[src/rtl/bb5_pkg.sv]
// ============================================================================
// bb5_pkg: shared types and constants for the 5x5 box blur stream
// Register codes, request codes, sizes and the divide-by-25 reciprocal.
// ============================================================================
package bb5_pkg;

    localparam int PIX_W  = 8;
    localparam int LINE_W = 4 * PIX_W;

    // Configuration port
    localparam int CFG_DW = 11;
    localparam int CFG_AW = 1;
    localparam logic [CFG_AW-1:0] CFG_WIDTH  = 1'b0;
    localparam logic [CFG_AW-1:0] CFG_HEIGHT = 1'b1;

    // Request kinds carried in tuser
    localparam logic REQ_PIXEL = 1'b0;
    localparam logic REQ_FLUSH = 1'b1;

    localparam int MIN_SIZE   = 12;
    localparam int RST_WIDTH  = 891;
    localparam int RST_HEIGHT = 893;

    // Output queue
    localparam int FIFO_DEPTH = 4;
    localparam int FIFO_AW    = $clog2(FIFO_DEPTH);
    localparam int FIFO_CW    = $clog2(FIFO_DEPTH + 1);

    // Window sums: 5 * 255 per column, 25 * 255 for the window
    localparam int COL_SUM_W = 11;
    localparam int SUM_W     = 13;

    // floor(x / 25) == (x * 5243) >> 17 for every x below 25 * 256
    localparam int DIV25_MUL   = 5243;
    localparam int DIV25_MW    = 13;
    localparam int DIV25_SHIFT = 17;

    typedef struct packed {
        logic busy;
        logic done;
    } t_div_stat;

endpackage

[src/rtl/bb5_divider.sv]
// ============================================================================
// bb5_divider: restoring divider, one quotient bit per cycle
// Splits the output count into row and column after a size change.
// ============================================================================
module bb5_divider import bb5_pkg::*; #(
    parameter int NUM_W = 20,
    parameter int DEN_W = 11
) (
    input  logic             i_clk,
    input  logic             i_rst_n,
    input  logic             i_start,
    input  logic [NUM_W-1:0] i_num,
    input  logic [DEN_W-1:0] i_den,
    output t_div_stat        o_stat,
    output logic [NUM_W-1:0] o_quo,
    output logic [DEN_W-1:0] o_rem
);

    localparam int CNT_W = $clog2(NUM_W + 1);

    logic             r_busy;
    logic             r_done;
    logic [CNT_W-1:0] r_cnt;
    logic [NUM_W-1:0] r_quo;
    logic [DEN_W-1:0] r_rem;
    logic [DEN_W-1:0] r_den;

    logic [DEN_W:0]   trial;
    logic [DEN_W:0]   diff;
    logic             ge;
    logic [DEN_W-1:0] n_rem;

    always_comb begin
        trial = {r_rem, r_quo[NUM_W-1]};
        diff  = trial - {1'b0, r_den};
        ge    = (trial >= {1'b0, r_den});
        // The partial remainder stays below the divisor, so it fits DEN_W bits.
        n_rem = ge ? diff[DEN_W-1:0] : trial[DEN_W-1:0];
    end

    always_ff @(posedge i_clk) begin
        if (!i_rst_n) begin
            r_busy <= 1'b0;
            r_done <= 1'b0;
            r_cnt  <= '0;
        end else begin
            r_done <= 1'b0;
            if (i_start) begin
                r_busy <= 1'b1;
                r_cnt  <= CNT_W'(NUM_W);
            end else if (r_busy) begin
                r_cnt <= r_cnt - 1'b1;
                if (r_cnt == CNT_W'(1)) begin
                    r_busy <= 1'b0;
                    r_done <= 1'b1;
                end
            end
        end
    end

    always_ff @(posedge i_clk) begin
        if (i_start) begin
            r_quo <= i_num;
            r_rem <= '0;
            r_den <= i_den;
        end else if (r_busy) begin
            r_quo <= {r_quo[NUM_W-2:0], ge};
            r_rem <= n_rem;
        end
    end

    assign o_stat.busy = r_busy;
    assign o_stat.done = r_done;
    assign o_quo       = r_quo;
    assign o_rem       = r_rem;

endmodule

[config.mk]
export PLATFORM = sky130hd
export DESIGN_NAME = bb5_divider
export DESIGN_NICKNAME = d
export VERILOG_FILES = /design/src/rtl/bb5_pkg.sv /design/src/rtl/bb5_divider.sv
export SDC_FILE = /design/constraint.sdc
export NUM_CORES = 1
export LEC_CHECK = 0
export BUFFER_PORTS_ARGS = -buffer_cell sky130_fd_sc_hd__buf_2
export CAP_MARGIN = 20
export CORE_MARGIN = 5
export CORE_UTILIZATION = 45
export DETAILED_ROUTE_END_ITERATION = 8
export HOLD_SLACK_MARGIN = 0.06
export PLACE_DENSITY = 0.66
export SYNTH_ARGS = -nofsm -noshare
export SYNTH_HDL_FRONTEND = slang
export SYNTH_SLANG_ARGS = --single-unit
export TNS_END_PERCENT = 100
[constraint.sdc]
create_clock -name i_clk -period 5.2 [get_ports i_clk]
set_input_delay 0.78 -clock i_clk [delete_from_list [all_inputs] [get_ports i_clk]]
set_output_delay 0.78 -clock i_clk [all_outputs]
set_load 0.005 [all_outputs]
==> flow_summary.ini, run 1 <==
[clock_network]
cts_sinks = 49
clkSlewWorstSetupHoldPaths_ns = 0.10
clock_path_buffers = 2
cts_hold_buffers = 0
cts_inserted_buffers = 5
root_buffer = clkbuf_8
count_of_instances_resized_after_the_clock_tree_is_built = 0
number_of_levels_the_h_tree_was_split_into = 2
count_of_buffers_added_by_post_cts_timing_repair_for_setup = 0
tritoncts_clock_tree = done
clk-insertion-delay-late_ns = 0.31

[global_routing]
global_route_wire_length_before_repair_microns = 8830
first_global_vias = 1857
globalRouteOverflowTotal = 0
pin_count_of_the_biggest_net_entering_global_routing = 44
track_usage = 0.150
grt_antenna_before_repair = 0

[synth]
number_of_cells_produced_by_synthesis = 223
synth.net_count = 271
synth-seq-cells = 49
asyncSetResetFlopFracSynth = 0
synth_ff_type = edfxtp_1
syn_avg_cell_area_sq_um = 11.7
seq_area_frac_synth = 0.494
synth_enable_flop_cells = 31
count_of_distinct_cell_types_in_the_synthesized_netlist = 49
yosysWarningCount = 0
post_synth_instance_area_sq_um = 2620

[sta]
maximum_clock_rate_ghz = 0.396
fin_skew_ns = 0.0120
relSlewSlack = 0.327
setup-violations-final = 0
finalCritPeriodShare = 0.486
grt_setup_unrepaired = false
report.final.hold_viol_count = 0
worst-slew-pin-transition_ns = 1.01
finalCriticalPeriod_ns = 2.53
fin_setup_tns_ns = 0
slew_viol_final = 0

[finish]
final_net_count = 335
postLayoutCoreUtil = 0.552
final_layout_size_suffix_gt1_frac = 0.361
antenna-diode-count = 0
syn_to_final_growth_pct = 17.7
instances_no_fill = 360

[detailed_routing]
detailedRoute.firstIterationViolations = 141
via_per_inst = 5.20
vias = 1873
postRouteWirelength_microns = 5220
dr.pass1.iters = 4
drt_drc_violations_left = 0
wl_per_cell_microns = 14.5
antenna_violating_nets_post_route = 0

[pwr]
cellInternalPower_mw = 0.668
gate_power_share = 0.248
p_leak_nw = 1.29
peakVddDrop_uv = 197
power_switching_share = 0.302
design_power_total_mw = 0.957
clkPwrFrac = 0.246
p_switching_mw = 0.289
power.sequential.fraction = 0.506
powerDensity_nw_per_um2 = 311

[die]
start_util = 0.469
die-area_sq_um = 7440
rows = 27
placeableCoreArea_sq_um = 5570
die_x_microns = 86.3
pin_count = 67
die_y_microns = 86.3

[flow_run]
drv_cap = 0

[placement]
hpwl_microns = 3880
numPortBuffers = 66
post-place-cells = 352
routabilityCongestion = 0.805

[worst_setup_path]
setup.worst_path.class = register to register
cp.arrival_ns = 2.74
startpoint = o_quo[19]
worstPathMaxFanout = 15
reg2reg_from = o_quo[19]
critical_path.cell_chain = inv_1 -> ha_1 -> fa_1 -> nor2b_1 -> o31a_1 -> o21ai_2 -> o21ai_4 -> o31ai_1 -> a311oi_2
timing.critical_path.required_ns = 5.42
crit_path_end_kind = register
crit_path_top_delay_cell = o21ai_4
crit_family = compound AO/OA/AOI/OAI gates
ff2ff_setup_slack_ns = 2.67
timing.critical_path.buf_inv = 1
critical-path-max-stage-delay_ns = 0.44
crit_path_start_kind = register

[hold_path]
timing.hold.worst.start = r_cnt[1]
hold_class = register to register

[outcome]
status = completed
[placed cells by master (no fill, tap or decap), drive strengths merged, types with 3 or more instances in the layout]
master / instances
buf: 67
edfxtp: 31
mux2: 20
nor2: 18
dfxtp: 18
inv: 18
ha: 13
nand2: 10
o21ai: 9
xnor2: 8
a211oi: 8
a21oi: 7
mux2i: 6
clkbuf: 5
o211ai: 4
nand2b: 4
nand3: 4
nor2b: 3
nor3: 3
[cell type report]
| type | instances | area, sq um |
|---|---|---|
| Fill cell | 493 | 2490 |
| Sequential cell | 49 | 1290 |
| Multi-Input combinational cell | 147 | 1200 |
| Timing Repair Buffer | 67 | 338 |
| Tap cell | 72 | 90.1 |
| Clock buffer | 5 | 68.8 |
| Inverter | 17 | 63.8 |
| Clock inverter | 3 | 26.3 |
[synthesized netlist by cell type (all sizes together), types with 6 or more instances]
master   n  area (sq um)
edfxtp  31           931
mux2    20           225
dfxtp   18           360
nor2    18          67.6
inv     17          63.8
ha      13           163
nand2   10          37.5
o21ai    9          60.1
a211oi   8          65.1
xnor2    8          70.1
a21oi    7          35.0
buf      7          48.8
mux2i    6          60.1
[registers in the layout, summed over array words and instances, names as in the netlist]
register,cells
o_quo,20
o_rem,11
r_busy,1
r_cnt,5
r_den,11
r_done,1
[final timing paths]
path                     to  cells after the start
setup / recovery  o_rem[10]                      9
hold / removal     r_cnt[1]                      2
setup reg to reg  o_rem[10]                      9
hold reg to reg    r_cnt[1]                      2
[per-layer routing]
layer | routed length (microns) | part of all wire | GRT usage | vias up
met5 | 0 | 0 | 0 | -
met4 | 65 | 0.012 | 0.0425 | 0
met2 | 2250 | 0.43 | 0.228 | 50
met1 | 2520 | 0.48 | 0.205 | 868
li1 | - | - | - | 949
met3 | 384 | 0.074 | 0.0485 | 6
[stage by stage]
| step | hold slack, ns | cell area (sq um) | setup slack (ns) |
|---|---|---|---|
| after floorplan | 0.468 | 2620 | 2.95 |
| after global placement | 0.490 | 2980 | 2.61 |
| after detailed placement | 0.498 | 2980 | 2.54 |
| after CTS | 0.511 | 3080 | 2.64 |
| after global routing | 0.549 | 3080 | 2.41 |
| final | 0.504 | 3080 | 2.67 |
[power by group through the flow]
stage / Clock [mW] / Combinational [mW] / Sequential, mW
after detailed placement: 0 / 0.238 / 0.493
after floorplan: 0 / 0.176 / 0.486
final: 0.236 / 0.237 / 0.485
after global placement: 0 / 0.234 / 0.494
after CTS: 0.242 / 0.239 / 0.485
after global routing: 0.261 / 0.267 / 0.490
[tightest hold or removal path, cell delays in order (launching register included)]
cell	delay [ns]
dfxtp_1	0.33
nor2_1	0.08
a211oi_1	0.05
[cells by family (layout without fill, tap and decap cells)]
| logic type | count (synthesis) | count (layout) | synth area share |
|---|---|---|---|
| AO/OA/AOI/OAI | 44 | 44 | 0.133 |
| multiplexers | 26 | 26 | 0.109 |
| flip-flops | 49 | 49 | 0.494 |
| AND/OR/NAND/NOR | 54 | 54 | 0.117 |
| XOR/XNOR | 9 | 9 | 0.0301 |
| buffers and inverters | 27 | 92 | 0.0473 |
| adder cells (fa/ha/maj) | 14 | 14 | 0.0698 |
(Power assumes the default switching activity.)
==> run 2: changes to the inputs <==
==> constraint.sdc (replaced) <==
create_clock -name i_clk -period 2.5 [get_ports i_clk]
set_input_delay 0.375 -clock i_clk [delete_from_list [all_inputs] [get_ports i_clk]]
set_output_delay 0.375 -clock i_clk [all_outputs]
set_load 0.005 [all_outputs]
==> run 2 against run 1 <==
  * Die area unchanged
  * Non-clock buffer count up 7
  * Sequential power up 110%
  * Fmax up 4.3%
  * Via count up 0.85%
  * Clock power up 94%
  * Sequential share of layout area down 0.87 points
  * Design area up 2.1%
  * Global-route usage about the same
  * Clock-buffer cell count unchanged
  * Critical endpoint is now o_quo[0]
  * Largest cell class unchanged
==> flow_summary.ini, run 2 (same netlist as run 1, synthesis figures left out) <==
[sta]
relSlewSlack = 0.708
setup-violations-final = 0
timing.final.ws_setup_ns = 0.0764
finalCritPeriodShare = 0.969
finalCriticalPeriod_ns = 2.42
maximum_clock_rate_ghz = 0.413
report.final.hold_viol_count = 0
fin_setup_tns_ns = 0
slew_viol_final = 0
worst-slew-pin-transition_ns = 0.438
fin_skew_ns = 0.00742

[worst_setup_path]
startpoint = o_rem[8]
worstPathMaxFanout = 12
crit_path_end_kind = register
cp.arrival_ns = 2.48
timing.critical_path.required_ns = 2.55
crit_path_start_kind = register
crit_family = compound AO/OA/AOI/OAI gates
worst_r2r_endpoint = o_quo[0]
critical-path-max-stage-delay_ns = 0.47
ff2ff_setup_slack_ns = 0.08
r2r_cells = 7
timing.critical_path.buf_inv = 2
crit_path_top_delay_cell = a2111oi_4
critical_path.cell_chain = ha_1 -> a21o_1 -> a2111oi_4 -> o21ai_4 -> buf_12 -> buf_4 -> mux2_2
setup.worst_path.class = register to register
reg2reg_from = o_rem[8]

[clock_network]
root_buffer = clkbuf_8
clkSlewWorstSetupHoldPaths_ns = 0.09
cts_sinks = 49
clk-insertion-delay-late_ns = 0.30
number_of_levels_the_h_tree_was_split_into = 2
tritoncts_clock_tree = done
cts_inserted_buffers = 5
clock_path_buffers = 2

[detailed_routing]
antenna_violating_nets_post_route = 0
met3WireLength_microns = 410
via_per_inst = 5.15
dr.pass1.iters = 4
wl_per_cell_microns = 14.2
maxUsedRoutingLayer = met4
postRouteWirelength_microns = 5210
drt_drc_violations_left = 0
met2_length_microns = 2350
routedLengthMet1_microns = 2390
vias = 1889
detailedRoute.firstIterationViolations = 99

[finish]
final_net_count = 342
final_cell_mix = 66 x buf_2, 31 x edfxtp_1, 20 x mux2_2
most_common_cell_after_layout_fill_and_taps_aside = buf_2
number_of_flip_flops_in_the_largest_register = 20
syn_to_final_growth_pct = 20.2
final_layout_size_suffix_gt1_frac = 0.373
antenna-diode-count = 0
postLayoutCoreUtil = 0.564

[die]
die-area_sq_um = 7440
rows = 27
pin_count = 67
die_y_microns = 86.3
placeableCoreArea_sq_um = 5570
start_util = 0.469
die_x_microns = 86.3

[global_routing]
grt_antenna_before_repair = 0
pin_count_of_the_biggest_net_entering_global_routing = 28
global_route_wire_length_before_repair_microns = 8910
first_global_vias = 1855
globalRouteOverflowTotal = 0
track_usage = 0.150

[placement]
routabilityCongestion = 0.889
hpwl_microns = 4020
numPortBuffers = 66
pre_cts_setup_slack_ns = 0.0389

[pwr]
powerDensity_nw_per_um2 = 633
peakVddDrop_uv = 311
p_leak_nw = 1.33

[hold_path]
hold_class = input pin to register
worst_hold_path.endpoint = r_den[6]
timing.hold.worst.start = i_den[6]
worstHoldPathCells = 1

[outcome]
status = completed

[flow_run]
drv_cap = 0
-- run 2: cell types whose count changed in the layout (fill, tap and decap cells not counted), sizes merged --
cell	previous run	this run
buf	67	74
clkinv	0	2
clkinvlp	2	0
-- run 2: worst max-delay path by stage --
stage                      endpoint  slack, ns  depth (start not counted)
after floorplan            o_rem[8]       0.25                         10
after global placement    o_rem[10]       0.14                          9
final                      o_quo[0]       0.08                          7
after CTS                 o_rem[10]       0.02                          9
after detailed placement  o_rem[10]       0.04                          9
after global routing       o_quo[0]     -0.007                         10
-- run 2: power by group --
group          switching [mW]  internal, mW  leakage (nW)
Combinational           0.268         0.264         0.829
Sequential             0.0524         0.947         0.458
Clock                   0.264         0.194        0.0436
-- run 2: repair_timing --
item / CTS / global route
setup buffers: 0 / 2
gates resized for setup: 0 / 2
endpoints found under the setup margin: 0 / 9
hold buffers: 0 / 0
-- run 2: layout make-up --
type                    count  area [sq um]
inverters                  17          63.8
clock buffers               5          68.8
repair buffers             74           403
clock inverters             3          16.3
well taps                  72          90.1
multi-input cells         147          1210
flip-flops and latches     49          1290
fillers                   492          2430
-- run 2: worst reg2reg max path, delay by kind of cell (launching register included) --
family                   cells  cell delay (ns)
AO/OA/AOI/OAI                3             0.83
buffers and inverters        2             0.32
multiplexers                 1             0.26
adder cells (fa/ha/maj)      1             0.42
flip-flops                   1             0.36
-- run 2: per-layer routing --
metal,up-vias,track usage
met5,-,0
met2,55,0.233
met4,0,0.0467
met1,864,0.201
met3,4,0.0485
li1,966,-
-- run 2: stage by stage --
stage / cells / hold WS [ns] / power (mW) / instance area, sq um
floorplan: 223 / 0.468 / 1.38 / 2620
global placement: 357 / 0.488 / 1.52 / 3020
detailed placement: 357 / 0.486 / 1.53 / 3020
CTS: 365 / 0.232 / 2.00 / 3110
global route: 367 / 0.222 / 2.12 / 3140
finish: 367 / 0.246 / 1.99 / 3140
==> run 3: changes to the inputs <==
--- a/config.mk
+++ b/config.mk
@@ -11,7 +11,7 @@
 export CORE_UTILIZATION = 45
 export DETAILED_ROUTE_END_ITERATION = 8
 export HOLD_SLACK_MARGIN = 0.06
-export PLACE_DENSITY = 0.66
+export PLACE_DENSITY = 0.68
 export SYNTH_ARGS = -nofsm -noshare
 export SYNTH_HDL_FRONTEND = slang
 export SYNTH_SLANG_ARGS = --single-unit
==> constraint.sdc (replaced) <==
create_clock -name i_clk -period 2 [get_ports i_clk]
set_input_delay 0.3 -clock i_clk [delete_from_list [all_inputs] [get_ports i_clk]]
set_output_delay 0.3 -clock i_clk [all_outputs]
set_load 0.01 [all_outputs]
==> run 3 against run 2 <==
  * The run now ends with negative setup slack left
  * Design area rose by 12%
  * Power up 38%
  * Via count increased by 11%
  * Clock-buffer cell count rose by 1
  * Setup slack lost 0.30 ns
  * Die area unchanged
  * Clock skew up 0.0035 ns
  * Final cell count rose by 12%
  * Sequential cell count unchanged
  * Hold slack lost 0.078 ns
  * Largest cell class unchanged
==> flow_summary.ini, run 3 (same netlist as run 1, synthesis figures left out) <==
[outcome]
status = complete, but fails checks
failing_checks = negative setup slack

[global_routing]
grt_use_met3 = 0.0409
met2_capacity_usage_during_global_routing = 0.279
grt_util_met1 = 0.227
grt_busiest_layer = met2
track_usage = 0.173
globalRouteOverflowTotal = 0
pin_count_of_the_biggest_net_entering_global_routing = 27
first_global_vias = 2142
global_route_wire_length_before_repair_microns = 10100
grt_antenna_before_repair = 0

[sta]
report.final.hold_viol_count = 0
slew_viol_final = 0
setup-violations-final = 12
fin_skew_ns = 0.0109
fin_setup_tns_ns = -2.29
grt_setup_unrepaired = true
worst-slew-pin-transition_ns = 0.414
relSlewSlack = 0.724
finalCriticalPeriod_ns = 2.23
finalCritPeriodShare = 1.11
maximum_clock_rate_ghz = 0.449
timing.final.ws_setup_ns = -0.227

[placement]
routabilityCongestion = 0.863
pre_cts_setup_slack_ns = -0.326
numPortBuffers = 66
hpwl_microns = 4400
place_area_sq_um = 3280

[clock_network]
clock_path_buffers = 2
root_buffer = clkbuf_8
cts_sinks = 49
number_of_levels_the_h_tree_was_split_into = 2
cts_inserted_buffers = 5
cts_hold_buffers = 0
clk-insertion-delay-late_ns = 0.30
tritoncts_clock_tree = done
clkSlewWorstSetupHoldPaths_ns = 0.09

[hold_path]
hold_class = input pin to register
timing.hold.worst.start = i_den[0]

[finish]
syn_to_final_growth_pct = 35.0
most_common_cell_after_layout_fill_and_taps_aside = buf_2
stdcell_area_sq_um = 3530
number_of_flip_flops_in_the_largest_register = 20
antenna-diode-count = 0
final_net_count = 385
final_cell_mix = 66 x buf_2, 46 x buf_4, 31 x edfxtp_1
final_layout_size_suffix_gt1_frac = 0.485

[worst_setup_path]
cp.arrival_ns = 2.44
timing.critical_path.required_ns = 2.21
setup.worst_path.class = register to register
reg2reg_from = o_quo[19]
ff2ff_setup_slack_ns = -0.23
startpoint = o_quo[19]
crit_path_start_kind = register
critical_path.cell_chain = inv_1 -> ha_2 -> fa_2 -> nor2b_2 -> o31a_1 -> o21ai_4 -> buf_6 -> nor4bb_2 -> o31ai_1 -> a311oi_2
worstPathMaxFanout = 4
critical-path-max-stage-delay_ns = 0.37
crit_path_end_kind = register
crit_path_top_delay_cell = fa_2

[detailed_routing]
wl_per_cell_microns = 14.7
detailedRoute.firstIterationViolations = 104
drt_drc_violations_left = 0
vias = 2091
dr.pass1.iters = 4
postRouteWirelength_microns = 6040
via_per_inst = 5.10
antenna_violating_nets_post_route = 0

[pwr]
p_leak_nw = 1.56
gate_power_share = 0.339
peakVddDrop_uv = 478
design_power_total_mw = 2.75
power.sequential.fraction = 0.452
clkPwrFrac = 0.208
cellInternalPower_mw = 1.92
p_switching_mw = 0.831
powerDensity_nw_per_um2 = 778
power_switching_share = 0.302

[die]
die-area_sq_um = 7440
start_util = 0.469
die_x_microns = 86.3
rows = 27
placeableCoreArea_sq_um = 5570
die_y_microns = 86.3
pin_count = 67

[flow_run]
drv_cap = 0
## run 3: changes by cell type in the layout (fill, tap and decap cells not counted), sizes merged
cell    previous run  this run
buf               74       116
clkbuf             5         6
clkinv             2         1
o21ai              9        10
## run 3: timing repair
action,in CTS,in global routing
pin swaps,4,6
endpoints found under the setup margin,12,12
buffers inserted,7,4
gates resized for setup,8,7
gates cloned,1,0
## run 3: cell type report
type	count	area, sq um
fill	468	2040
sequential	49	1290
multi-input combinational	148	1280
timing repair buffer	116	721
tap	72	90.1
clock buffer	6	72.6
inverter	17	63.8
clock inverter	2	13.8
## run 3: worst paths after layout
kind,to,cells after the start
worst min-delay path,r_den[0],1
worst max register to register,o_rem[10],10
worst min register to register,r_cnt[1],2
worst max-delay path,o_rem[10],10
## run 3: per-layer routing
layer	part of all wire	up-vias	wire, microns
li1	-	1053	-
met1	0.45	967	2720
met2	0.47	61	2850
met3	0.059	10	355
met4	0.019	0	116
met5	0	-	0
## run 3: worst max-delay path, delay by kind of cell (launching register included)
kind / cells / cell delay [ns]
AO/OA/AOI/OAI: 4 / 0.65
adder cells (fa/ha/maj): 2 / 0.56
buffers and inverters: 2 / 0.18
flip-flops: 1 / 0.35
AND/OR/NAND/NOR: 2 / 0.41
## run 3: stage by stage
step / utilization / cells / hold slack (ns)
final: 0.633 / 410 / 0.168
after global routing: 0.633 / 410 / 0.147
after CTS: 0.622 / 406 / 0.160
after detailed placement: 0.589 / 390 / 0.478
after global placement: 0.589 / 390 / 0.479
after floorplan: - / 223 / 0.399
## run 3: power groups by stage
stage	sequential (mW)	combinational (mW)	clock, mW
floorplan	1.29	0.465	0
global placement	1.26	0.789	0
detailed placement	1.26	0.807	0
CTS	1.24	0.879	0.600
global route	1.25	1.02	0.645
finish	1.24	0.932	0.573
